## src/rtl/core/qjt_pkg.sv

```systemverilog
// types, constants and helpers shared by the quintic trajectory generator
// no dependencies; used by every module of the block but qjt_div
package qjt_pkg;

    localparam logic [63:0] PI_Q30    = 64'd3373259426;
    localparam logic [23:0] DUR_FLOOR = 24'd655;
    localparam logic [30:0] ONE_Q30   = 31'h4000_0000;

    // register indexes on the configuration port
    localparam logic [2:0] REG_START_Q1 = 3'd0;
    localparam logic [2:0] REG_START_Q2 = 3'd1;
    localparam logic [2:0] REG_END_Q1   = 3'd2;
    localparam logic [2:0] REG_END_Q2   = 3'd3;
    localparam logic [2:0] REG_DURATION = 3'd4;

    // divider quotient lengths
    localparam logic [5:0] QB_TAU = 6'd30;
    localparam logic [5:0] QB_VEL = 6'd24;
    localparam logic [5:0] QB_ACC = 6'd32;

    typedef struct packed {
        logic        rearm;
        logic [15:0] dt;
    } tick_t;

    typedef struct packed {
        logic signed [15:0] pos_q1;
        logic signed [15:0] pos_q2;
        logic signed [23:0] vel_q1;
        logic signed [23:0] vel_q2;
        logic signed [31:0] acc_q1;
        logic signed [31:0] acc_q2;
        logic               done_res;
    } sample_t;

    typedef struct packed {
        logic signed [15:0] start_q1;
        logic signed [15:0] start_q2;
        logic signed [15:0] end_q1;
        logic signed [15:0] end_q2;
        logic [23:0]        move_duration;
    } cfg_t;

    typedef enum logic [3:0] {
        ST_IDLE,
        ST_CHECK,
        ST_TAU,
        ST_TAUW,
        ST_WRAP,
        ST_P2,
        ST_P3,
        ST_P4,
        ST_P5,
        ST_POLY,
        ST_MUL,
        ST_POS,
        ST_VELW,
        ST_ACC,
        ST_ACCW,
        ST_OUT
    } state_t;

    typedef struct packed {
        logic       accept;
        logic       check;
        logic       tau_start;
        logic       tau_cap;
        logic       pow_en;
        logic [1:0] pow_idx;
        logic       poly;
        logic       mul;
        logic       pos;
        logic       vel_cap;
        logic       acc_start;
        logic       acc_cap;
        logic       joint;
        logic       out_load;
    } cmd_t;

    typedef struct packed {
        logic moving;
        logic fin;
        logic div_done;
        logic wrap_ok;
        logic out_full;
    } sts_t;

    function automatic logic signed [15:0] clamp16(logic signed [15:0] v,
                                                    logic signed [15:0] lo,
                                                    logic signed [15:0] hi);
        logic signed [15:0] r;
        r = v;
        if (v < lo)
            r = lo;
        else if (v > hi)
            r = hi;
        return r;
    endfunction

endpackage

```

## src/rtl/core/qjt_ctrl.sv

```systemverilog
// sequencer of the trajectory generator: one tick at a time through the datapath
// depends on qjt_pkg (state_t, cmd_t, sts_t)
module qjt_ctrl (
    input  logic          clk,
    input  logic          rst_n,
    input  logic          tick_valid,
    output logic          tick_ready,
    input  qjt_pkg::sts_t sts,
    output qjt_pkg::cmd_t cmd
);
    import qjt_pkg::*;

    state_t state_reg, state_next;
    logic   joint_reg, joint_next;

    always_comb
    begin
        state_next = state_reg;
        joint_next = joint_reg;
        case (state_reg)
            ST_IDLE:  if (tick_valid) state_next = ST_CHECK;
            ST_CHECK:
            begin
                joint_next = 1'b0;
                if (!sts.moving)
                    state_next = ST_OUT;
                else if (sts.fin)
                    state_next = ST_WRAP;
                else
                    state_next = ST_TAU;
            end
            ST_TAU:   state_next = ST_TAUW;
            ST_TAUW:  if (sts.div_done) state_next = ST_WRAP;
            ST_WRAP:  if (sts.wrap_ok) state_next = ST_P2;
            ST_P2:    state_next = ST_P3;
            ST_P3:    state_next = ST_P4;
            ST_P4:    state_next = ST_P5;
            ST_P5:    state_next = ST_POLY;
            ST_POLY:  state_next = ST_MUL;
            ST_MUL:   state_next = ST_POS;
            ST_POS:   state_next = ST_VELW;
            ST_VELW:  if (sts.div_done) state_next = ST_ACC;
            ST_ACC:   state_next = ST_ACCW;
            ST_ACCW:
            begin
                if (sts.div_done)
                begin
                    if (joint_reg)
                        state_next = ST_OUT;
                    else
                    begin
                        joint_next = 1'b1;
                        state_next = ST_MUL;
                    end
                end
            end
            ST_OUT:   if (!sts.out_full) state_next = ST_IDLE;
            default:  state_next = ST_IDLE;
        endcase
    end

    always_comb
    begin
        cmd        = '0;
        cmd.joint  = joint_reg;
        tick_ready = 1'b0;
        case (state_reg)
            ST_IDLE:
            begin
                tick_ready = 1'b1;
                cmd.accept = tick_valid;
            end
            ST_CHECK: cmd.check     = 1'b1;
            ST_TAU:   cmd.tau_start = 1'b1;
            ST_TAUW:  cmd.tau_cap   = 1'b1;
            ST_P2:
            begin
                cmd.pow_en  = 1'b1;
                cmd.pow_idx = 2'd0;
            end
            ST_P3:
            begin
                cmd.pow_en  = 1'b1;
                cmd.pow_idx = 2'd1;
            end
            ST_P4:
            begin
                cmd.pow_en  = 1'b1;
                cmd.pow_idx = 2'd2;
            end
            ST_P5:
            begin
                cmd.pow_en  = 1'b1;
                cmd.pow_idx = 2'd3;
            end
            ST_POLY:  cmd.poly      = 1'b1;
            ST_MUL:   cmd.mul       = 1'b1;
            ST_POS:   cmd.pos       = 1'b1;
            ST_VELW:  cmd.vel_cap   = 1'b1;
            ST_ACC:   cmd.acc_start = 1'b1;
            ST_ACCW:  cmd.acc_cap   = 1'b1;
            ST_OUT:   cmd.out_load  = !sts.out_full;
            default:  cmd = '0;
        endcase
    end

    always_ff @(posedge clk or negedge rst_n)
    begin
        if (!rst_n)
        begin
            state_reg <= ST_IDLE;
            joint_reg <= 1'b0;
        end
        else
        begin
            state_reg <= state_next;
            joint_reg <= joint_next;
        end
    end

endmodule

```

## config.mk

```make
export PLATFORM = sky130hd
export DESIGN_NAME = qjt_ctrl
export DESIGN_NICKNAME = d
export VERILOG_FILES = /design/src/rtl/core/qjt_pkg.sv /design/src/rtl/core/qjt_ctrl.sv
export SDC_FILE = /design/constraint.sdc
export NUM_CORES = 1
export LEC_CHECK = 0
export ABC_AREA = 1
export BUFFER_PORTS_ARGS = -buffer_cell sky130_fd_sc_hd__buf_4
export CORE_AREA = 2 2 39 41
export DETAILED_ROUTE_END_ITERATION = 6
export DIE_AREA = 0 0 41 43
export GPL_TIMING_DRIVEN = 1
export PLACE_DENSITY_LB_ADDON = 0.25
export SETUP_SLACK_MARGIN = 0.02
export SLEW_MARGIN = 10
export SYNTH_ARGS = -nofsm -noshare
export SYNTH_HDL_FRONTEND = slang
export SYNTH_SLANG_ARGS = --single-unit
```

## constraint.sdc

```tcl
create_clock -name clk -period 1.45 [get_ports clk]
set_input_delay 0.0725 -clock clk [delete_from_list [all_inputs] [get_ports clk]]
set_output_delay 0.0725 -clock clk [all_outputs]
set_load 0.02 [all_outputs]
```

Word-level counts from Yosys, hierarchy flattened:

Cells that the tools add are included.
W data, S select, Z words.

* flip-flop bits (word level): 5
* bits of input ports: 8
* logic and storage cells: 55

* equality and inequality tests: 21
* multiplexer cells: 26
* reductions and logical operators: 6

Operator list (number)
* $pmux W4 S16: 1
* $eq A4 B4 Y1 const B: 8
* $mux W4: 7
* $eq A4 B3 Y1 const B: 4
* $reduce_or A15 Y1: 1
* $mux W1: 14
* $ne A2 B2 Y1 const B: 6
* $pmux W3 S4: 1
* $eq A4 B2 Y1 const B: 2
* $mux W3: 2
* $reduce_and A6 Y1: 1
* $eq A4 B1 Y1 const B: 1
* $logic_not A4 Y1: 1
* $pmux W1 S2: 1
* $reduce_and A2 Y1: 1
* $reduce_bool A2 Y1: 1
* $logic_not A1 Y1: 1

Longest topological paths before layout:

Gate-level depths: netlist (run 1).

* depth after elaboration: 3
* mapped depth: 8
* depth with buffers taken out: 8

Worst setup path before layout (run 1):

OpenSTA, ideal clock, no wires.

* path type: register to register
* from: register state_reg[0]
* to: register state_reg[0]
* setup time: 0.117 ns
* arrival: 1.211 ns
* data required time: 1.333 ns
* setup slack: 0.122 ns
* cell stages (with the launch flop): 9
* buffers on the path: 0
* period minus slack after synthesis: 1.328 ns
* cell sequence: dfrtp_1 > inv_1 > nand2_1 > nor2_2 > nand2_1 > nand2_1 > inv_1 > nand3_1 > nand2_1

* word-level cells in the longest chain between the ends: 3

RTL lines
* start: declaration: line qjt_ctrl.sv:13 `state_t state_reg, state_next;`
* start signal: assignment: line qjt_ctrl.sv:116 `state_reg <= state_next;`
* $eq A4 B2 Y1 (tied with other cells): line qjt_ctrl.sv:20 `case (state_reg)`
* $ne A2 B2 Y1 (no source line)
* $reduce_and A6 Y1 (no source line)

Parallel ways exist; a longest one is shown, timed or not.
A chain may end at the register's enable or synchronous reset.

==> impl_metrics.ini, run 1 <==
[synthesis]
netlist_instances = 102
simple_logic_cell_fraction_of_the_synthesized_area_pct = 60.4
mappedNetlistNets = 110
syn_area_um2 = 569
top_area_cells_in_the_synthesized_netlist = nand2_1 (23%), dfrtp_1 (22%), nor2_1 (9.2%), inv_1 (8.6%), nand3_1 (7.9%)
synth_cell_type_count = 17
synth_top_family_by_area = simple AND/OR/NAND/NOR gates
synth_sequential_area_ratio_pct = 22.0
synth_seq_cells = 5
post_synth.cell_area_avg_um2 = 5.58
synth_adder_area_share_pct = 0
library_cell_with_the_largest_summed_area_after_synthesis = nand2_1
synth_compound_area_share_pct = 5.27
yosys.area_share.xor_xnor_pct = 0
yosys_warnings = 0
fraction_of_synthesized_area_in_multiplexers_pct = 0
yosys.area.top_type_share_pct = 23.1

[critical_path]
r2r.worst_path.cells = 7
sort_of_element_at_the_start_of_the_critical_path = flip-flop
max_stage_delay_ns = 0.41
critical-path-top-delay-family = flip-flops
timing.critical_path.required_ns = 1.38
critical_path_cell_count = 5
worstPathBufferInverterCount = 2
cp-end-kind = output port
cpMaxStageDelayCell = dfrtp_2
critical_path_peak_fanout = 6
timing.critical_path.cells = inv_1 > nor2_1 > nand2_1 > o21ai_0 > buf_4
worst-endpoint-arrival_ns = 1.32
critical_path_class = flip-flop to output port

[timing]
rsz0062_at_grt = yes
final_min_period_over_clock_period_pct = 95.8
fin_setup_tns_ns = 0
setup_viol = 0
timing_max_transition_violations_final = 0
fin_worst_skew_ns = 0.000438
timing.final.crit_period_ns = 1.39
relSlewSlack_pct = 76.2
timing.final.hold_violations = 0
max_freq_ghz = 0.720
worst_pin_slew_ns = 0.355

[final_layout]
instances_no_fill = 148
flow.area_growth_from_synthesis_pct = 46.4
post-route-cell-area_um2 = 833
largest_reg_flops = 4
fillCellCount = 148
nets = 141
n_antenna_cell = 0
most_common_cell_after_layout_fill_and_taps_aside = nand2_1
final-seq-area_um2 = 130
most-common-layout-cells = nand2_1 (33), buf_4 (26), nor2_1 (12)
multi_input_comb_area_um2 = 389
post_route_cells_drive_above_1_share_pct = 41.7

[floorplan]
floorplan.core_area_mm2 = 0.00138
starting_utilization_of_the_core_area_pct = 41.1
die_area_mm2 = 0.00176
die_w_um = 41
ioPinCount = 24
die_y_um = 43
rows = 14

[global_route]
first_global_vias = 603
grt_antenna_before_repair = 0
gr_util_all_layers_pct = 20.2
grt_max_degree = 7
first_pass_grt_wire_length_um = 2470
globalRouteOverflowTotal = 0

[pwr]
powerDensity_mw_per_mm2 = 2330
vdd_drop_max_v = 0.00121
p_total_mw = 1.94
cellLeakagePower_nw = 0.480

[route]
drcViolationCount = 0
firstDrtPassIters = 4
routed.top_layer = met3
routedLengthMet1_um = 631
route.met3.wl_um = 105
detailroute.wirelength.met2_um = 844
dr.first_iter.drc_count = 24
vias_per_cell = 4.94
routed_wire_length_per_instance_um = 10.7
vias = 731
route.antenna.remaining_nets = 0
route.final.wire_length_um = 1580

[job]
cap_viol_max_count = 0

[cts]
clock-sinks = 5
cts-root-buf = clkbuf_4
cts_max_level = 1
clock_insertion_delay_worst_skew_ns = 0.23
cts_tree = done
cts-buffers-inserted = 3
ctsLongestPathBuffers = 2
clkSlewWorstSetupHoldPaths_ns = 0.04

[place]
globalplace.congestion = 0.879
place_inst = 142
place_area_um2 = 769
detailed_place_hpwl_um = 1340
buffer_ports.inserted = 23

[min_path]
number_of_instances_on_the_worst_hold_path = 3
hp-class = input pin to flip-flop

[run_status]
run_status = finished clean
[through the flow]
stage	hold slack, ns	util [%]	setup WS, ns
6_report	0.0732	60.2	0.0614
5_1_grt	0.117	60.2	-0.0668
4_1_cts	0.0702	58.4	0.0125
3_5_place_dp	-0.125	55.6	0.134
3_3_place_gp	-0.123	55.6	0.136
2_1_floorplan	-0.223	-	0.122
[synth_stat cells]
library cell   n
a21oi_1        2
buf_4          1
dfrtp_1        5
inv_1         13
inv_2          2
inv_4          1
nand2_1       35
nand2_2        5
nand3_1        9
nand3_2        3
nand3b_1       1
nand4_1        2
nor2_1        14
nor2_2         2
nor2_4         1
nor3_1         2
o21ai_0        4
[worst reg2reg max path: stages (launching register included)]
cell	delay [ns]
dfrtp_2	0.44
nor2_1	0.32
nand3b_1	0.18
nand2_1	0.09
inv_1	0.04
nand2_1	0.06
nand2_1	0.04
nand2_1	0.07
[layer usage]
metal  track usage [%]  up-vias
met4              8.00        0
met1              26.4      320
met3                 0        0
met5                 0        -
met2              33.8       30
li1                  -      381
[kinds of logic after synthesis]
group | count (synthesis)
AND/OR/NAND/NOR | 74
AO/OA/AOI/OAI | 6
buffers and inverters | 17
flip-flops | 5
[path summary, 6_finish.rpt]
path                                                from                        to  slack [ns]
worst max register to register  state_reg[2]$_DFFE_PN0P_  state_reg[2]$_DFFE_PN0P_        0.15
worst max-delay path            state_reg[3]$_DFFE_PN0P_                    cmd[8]        0.06
min in group asynchronous                          rst_n  state_reg[3]$_DFFE_PN0P_        0.18
worst min-delay path                              sts[2]     joint_reg$_DFFE_PN0P_        0.07
worst min register to register  state_reg[2]$_DFFE_PN0P_  state_reg[2]$_DFFE_PN0P_        0.57
max in group asynchronous                          rst_n  state_reg[0]$_DFFE_PN0P_        1.16
[cell type report]
type | instances | area share (%)
multi-input cells | 80 | 46.7
clock buffers | 4 | 3.15
repair buffers | 27 | 24.6
inverters | 16 | 7.51
well taps | 16 | 2.40
flip-flops and latches | 5 | 15.6
[power by group]
part | total, mW | switching [mW] | leakage (nW) | internal, mW
Clock | 0.154 | 0.0504 | 0.0150 | 0.104
Combinational | 1.43 | 0.909 | 0.408 | 0.524
Sequential | 0.351 | 0.121 | 0.0569 | 0.231
[what timing repair did]
item	in CTS	in global routing
hold endpoints to repair	5	0
setup buffers	0	1
setup endpoints to repair	3	15
hold buffers	1	0
resized for setup	2	10
pin swaps	0	1
No activity file was read; power rests on OpenSTA's default activity.
==> run 2, diff against run 1 <==
--- a/config.mk
+++ b/config.mk
@@ -13,6 +13,7 @@
 export GPL_TIMING_DRIVEN = 1
 export PLACE_DENSITY_LB_ADDON = 0.25
 export SETUP_SLACK_MARGIN = 0.02
+export SKIP_CTS_REPAIR_TIMING = 1
 export SLEW_MARGIN = 10
 export SYNTH_ARGS = -nofsm -noshare
 export SYNTH_HDL_FRONTEND = slang
==> constraint.sdc (replaced) <==
create_clock -name clk -period 1.77 [get_ports clk]
set_input_delay 0.0885 -clock clk [delete_from_list [all_inputs] [get_ports clk]]
set_output_delay 0.0885 -clock clk [all_outputs]
set_load 0.02 [all_outputs]
==> impl_metrics.ini, run 2 (same netlist as run 1, synthesis figures left out) <==
[run_status]
run_status = finished clean

[min_path]
hp-class = input pin to flip-flop

[place]
globalplace.congestion = 0.896
detailed_place_hpwl_um = 1290
buffer_ports.inserted = 23

[timing]
setup_viol = 0
timing.final.crit_period_ns = 1.48
worst_pin_slew_ns = 0.372
max_freq_ghz = 0.676
rsz0062_at_grt = no
fin_worst_skew_ns = 0.00171
final.hold.worst_slack_ns = 0.0766
timing.final.hold_violations = 0
relSlewSlack_pct = 75.1
timing_max_transition_violations_final = 0
final_min_period_over_clock_period_pct = 83.6
fin_setup_tns_ns = 0

[critical_path]
critical_path_class = flip-flop to output port
timing.critical_path.cells = inv_1 > nand2_1 > nand3_1 > nand3_1 > buf_4
sort_of_element_at_the_start_of_the_critical_path = flip-flop
worst-endpoint-arrival_ns = 1.39
cp-end-kind = output port
critical_path_peak_fanout = 6
max_stage_delay_ns = 0.43
cpMaxStageDelayCell = dfrtp_1
timing.critical_path.required_ns = 1.68
rrSetupSlack_ns = 0.43
critPathMostFrequentCell = nand3_1

[route]
drcViolationCount = 0
vias = 719
routed_wire_length_per_instance_um = 10.7
route.final.wire_length_um = 1560
route.antenna.remaining_nets = 0
dr.first_iter.drc_count = 14
vias_per_cell = 4.96
firstDrtPassIters = 4

[global_route]
first_pass_grt_wire_length_um = 2460
first_global_vias = 601
globalRouteOverflowTotal = 0
grt_antenna_before_repair = 0
grt_max_degree = 7
gr_util_all_layers_pct = 20.3

[floorplan]
rows = 14
starting_utilization_of_the_core_area_pct = 41.1
die_y_um = 43
die_area_mm2 = 0.00176
die_w_um = 41
ioPinCount = 24
floorplan.core_area_mm2 = 0.00138

[pwr]
cellLeakagePower_nw = 0.471
powerDensity_mw_per_mm2 = 1900
pwr-share-comb_pct = 73.3
clock_network_fraction_of_total_power_pct = 8.6
power.switching_fraction_pct = 56.8
p_seq_share_pct = 18.1
power.switching_uw = 853
internal-power_uw = 649
vdd_drop_max_v = 0.00101

[job]
cap_viol_max_count = 0

[cts]
clock_insertion_delay_worst_skew_ns = 0.24
ctsLongestPathBuffers = 2
clock-sinks = 5
cts_max_level = 1
cts_tree = done
clkSlewWorstSetupHoldPaths_ns = 0.04
cts-buffers-inserted = 3
cts-root-buf = clkbuf_4

[final_layout]
most-common-layout-cells = nand2_1 (35), buf_4 (23), nor2_1 (14)
flow.area_growth_from_synthesis_pct = 38.9
largest_reg_flops = 4
post_route_cells_drive_above_1_share_pct = 31.0
n_antenna_cell = 0
most_common_cell_after_layout_fill_and_taps_aside = nand2_1
nets = 138
[run 2: changes by cell type in the layout (fill, tap and decap cells not counted), sizes merged]
cell	previous run	this run
buf	26	23
[run 2: final cells by class]
type / count / area [µm²]
clock buffer: 4 / 26.3
fill: 143 / 593
inverter: 16 / 62.6
multi-input combinational: 80 / 374
sequential: 5 / 125
tap: 16 / 20.0
timing repair buffer: 24 / 183
[run 2: worst paths after layout]
kind / startpoint / end / depth (start not counted)
worst max register to register: state_reg[0]$_DFFE_PN0P_ / state_reg[0]$_DFFE_PN0P_ / 8
worst max-delay path: state_reg[0]$_DFFE_PN0P_ / cmd[10] / 5
worst min register to register: state_reg[1]$_DFFE_PN0P_ / state_reg[1]$_DFFE_PN0P_ / 2
worst min-delay path: sts[2] / joint_reg$_DFFE_PN0P_ / 3
max in group asynchronous: rst_n / joint_reg$_DFFE_PN0P_ / 2
min in group asynchronous: rst_n / state_reg[2]$_DFFE_PN0P_ / 2
[run 2: critical path: cells and delay by family (launching register included)]
kind | cells | cell delay [ns]
AND/OR/NAND/NOR | 3 | 0.40
buffers and inverters | 2 | 0.32
flip-flops | 1 | 0.43
[run 2: through the flow]
step / util, % / setup WS (ns) / total power, mW / instance area (µm²) / std cells
after detailed placement: 54.5 / 0.461 / 1.37 / 754 / 140
after global routing: 57.1 / 0.160 / 1.64 / 791 / 145
final: 57.1 / 0.290 / 1.50 / 791 / 145
after CTS: 56.4 / 0.290 / 1.51 / 781 / 144
after floorplan: - / 0.442 / 1.02 / 569 / 102
after global placement: 54.5 / 0.454 / 1.37 / 754 / 140
[run 2: power by group through the flow]
stage / sequential [mW] / clock (mW) / combinational (mW)
floorplan: 0.243 / 0 / 0.781
global placement: 0.267 / 0 / 1.11
detailed placement: 0.267 / 0 / 1.10
CTS: 0.265 / 0.138 / 1.10
global route: 0.278 / 0.145 / 1.22
finish: 0.271 / 0.129 / 1.10
[run 2: metal layers]
metal	track usage (%)	routed length, µm
met5	0	0
met4	10.0	22
met3	3.14	100
met1	26.0	635
met2	31.6	797
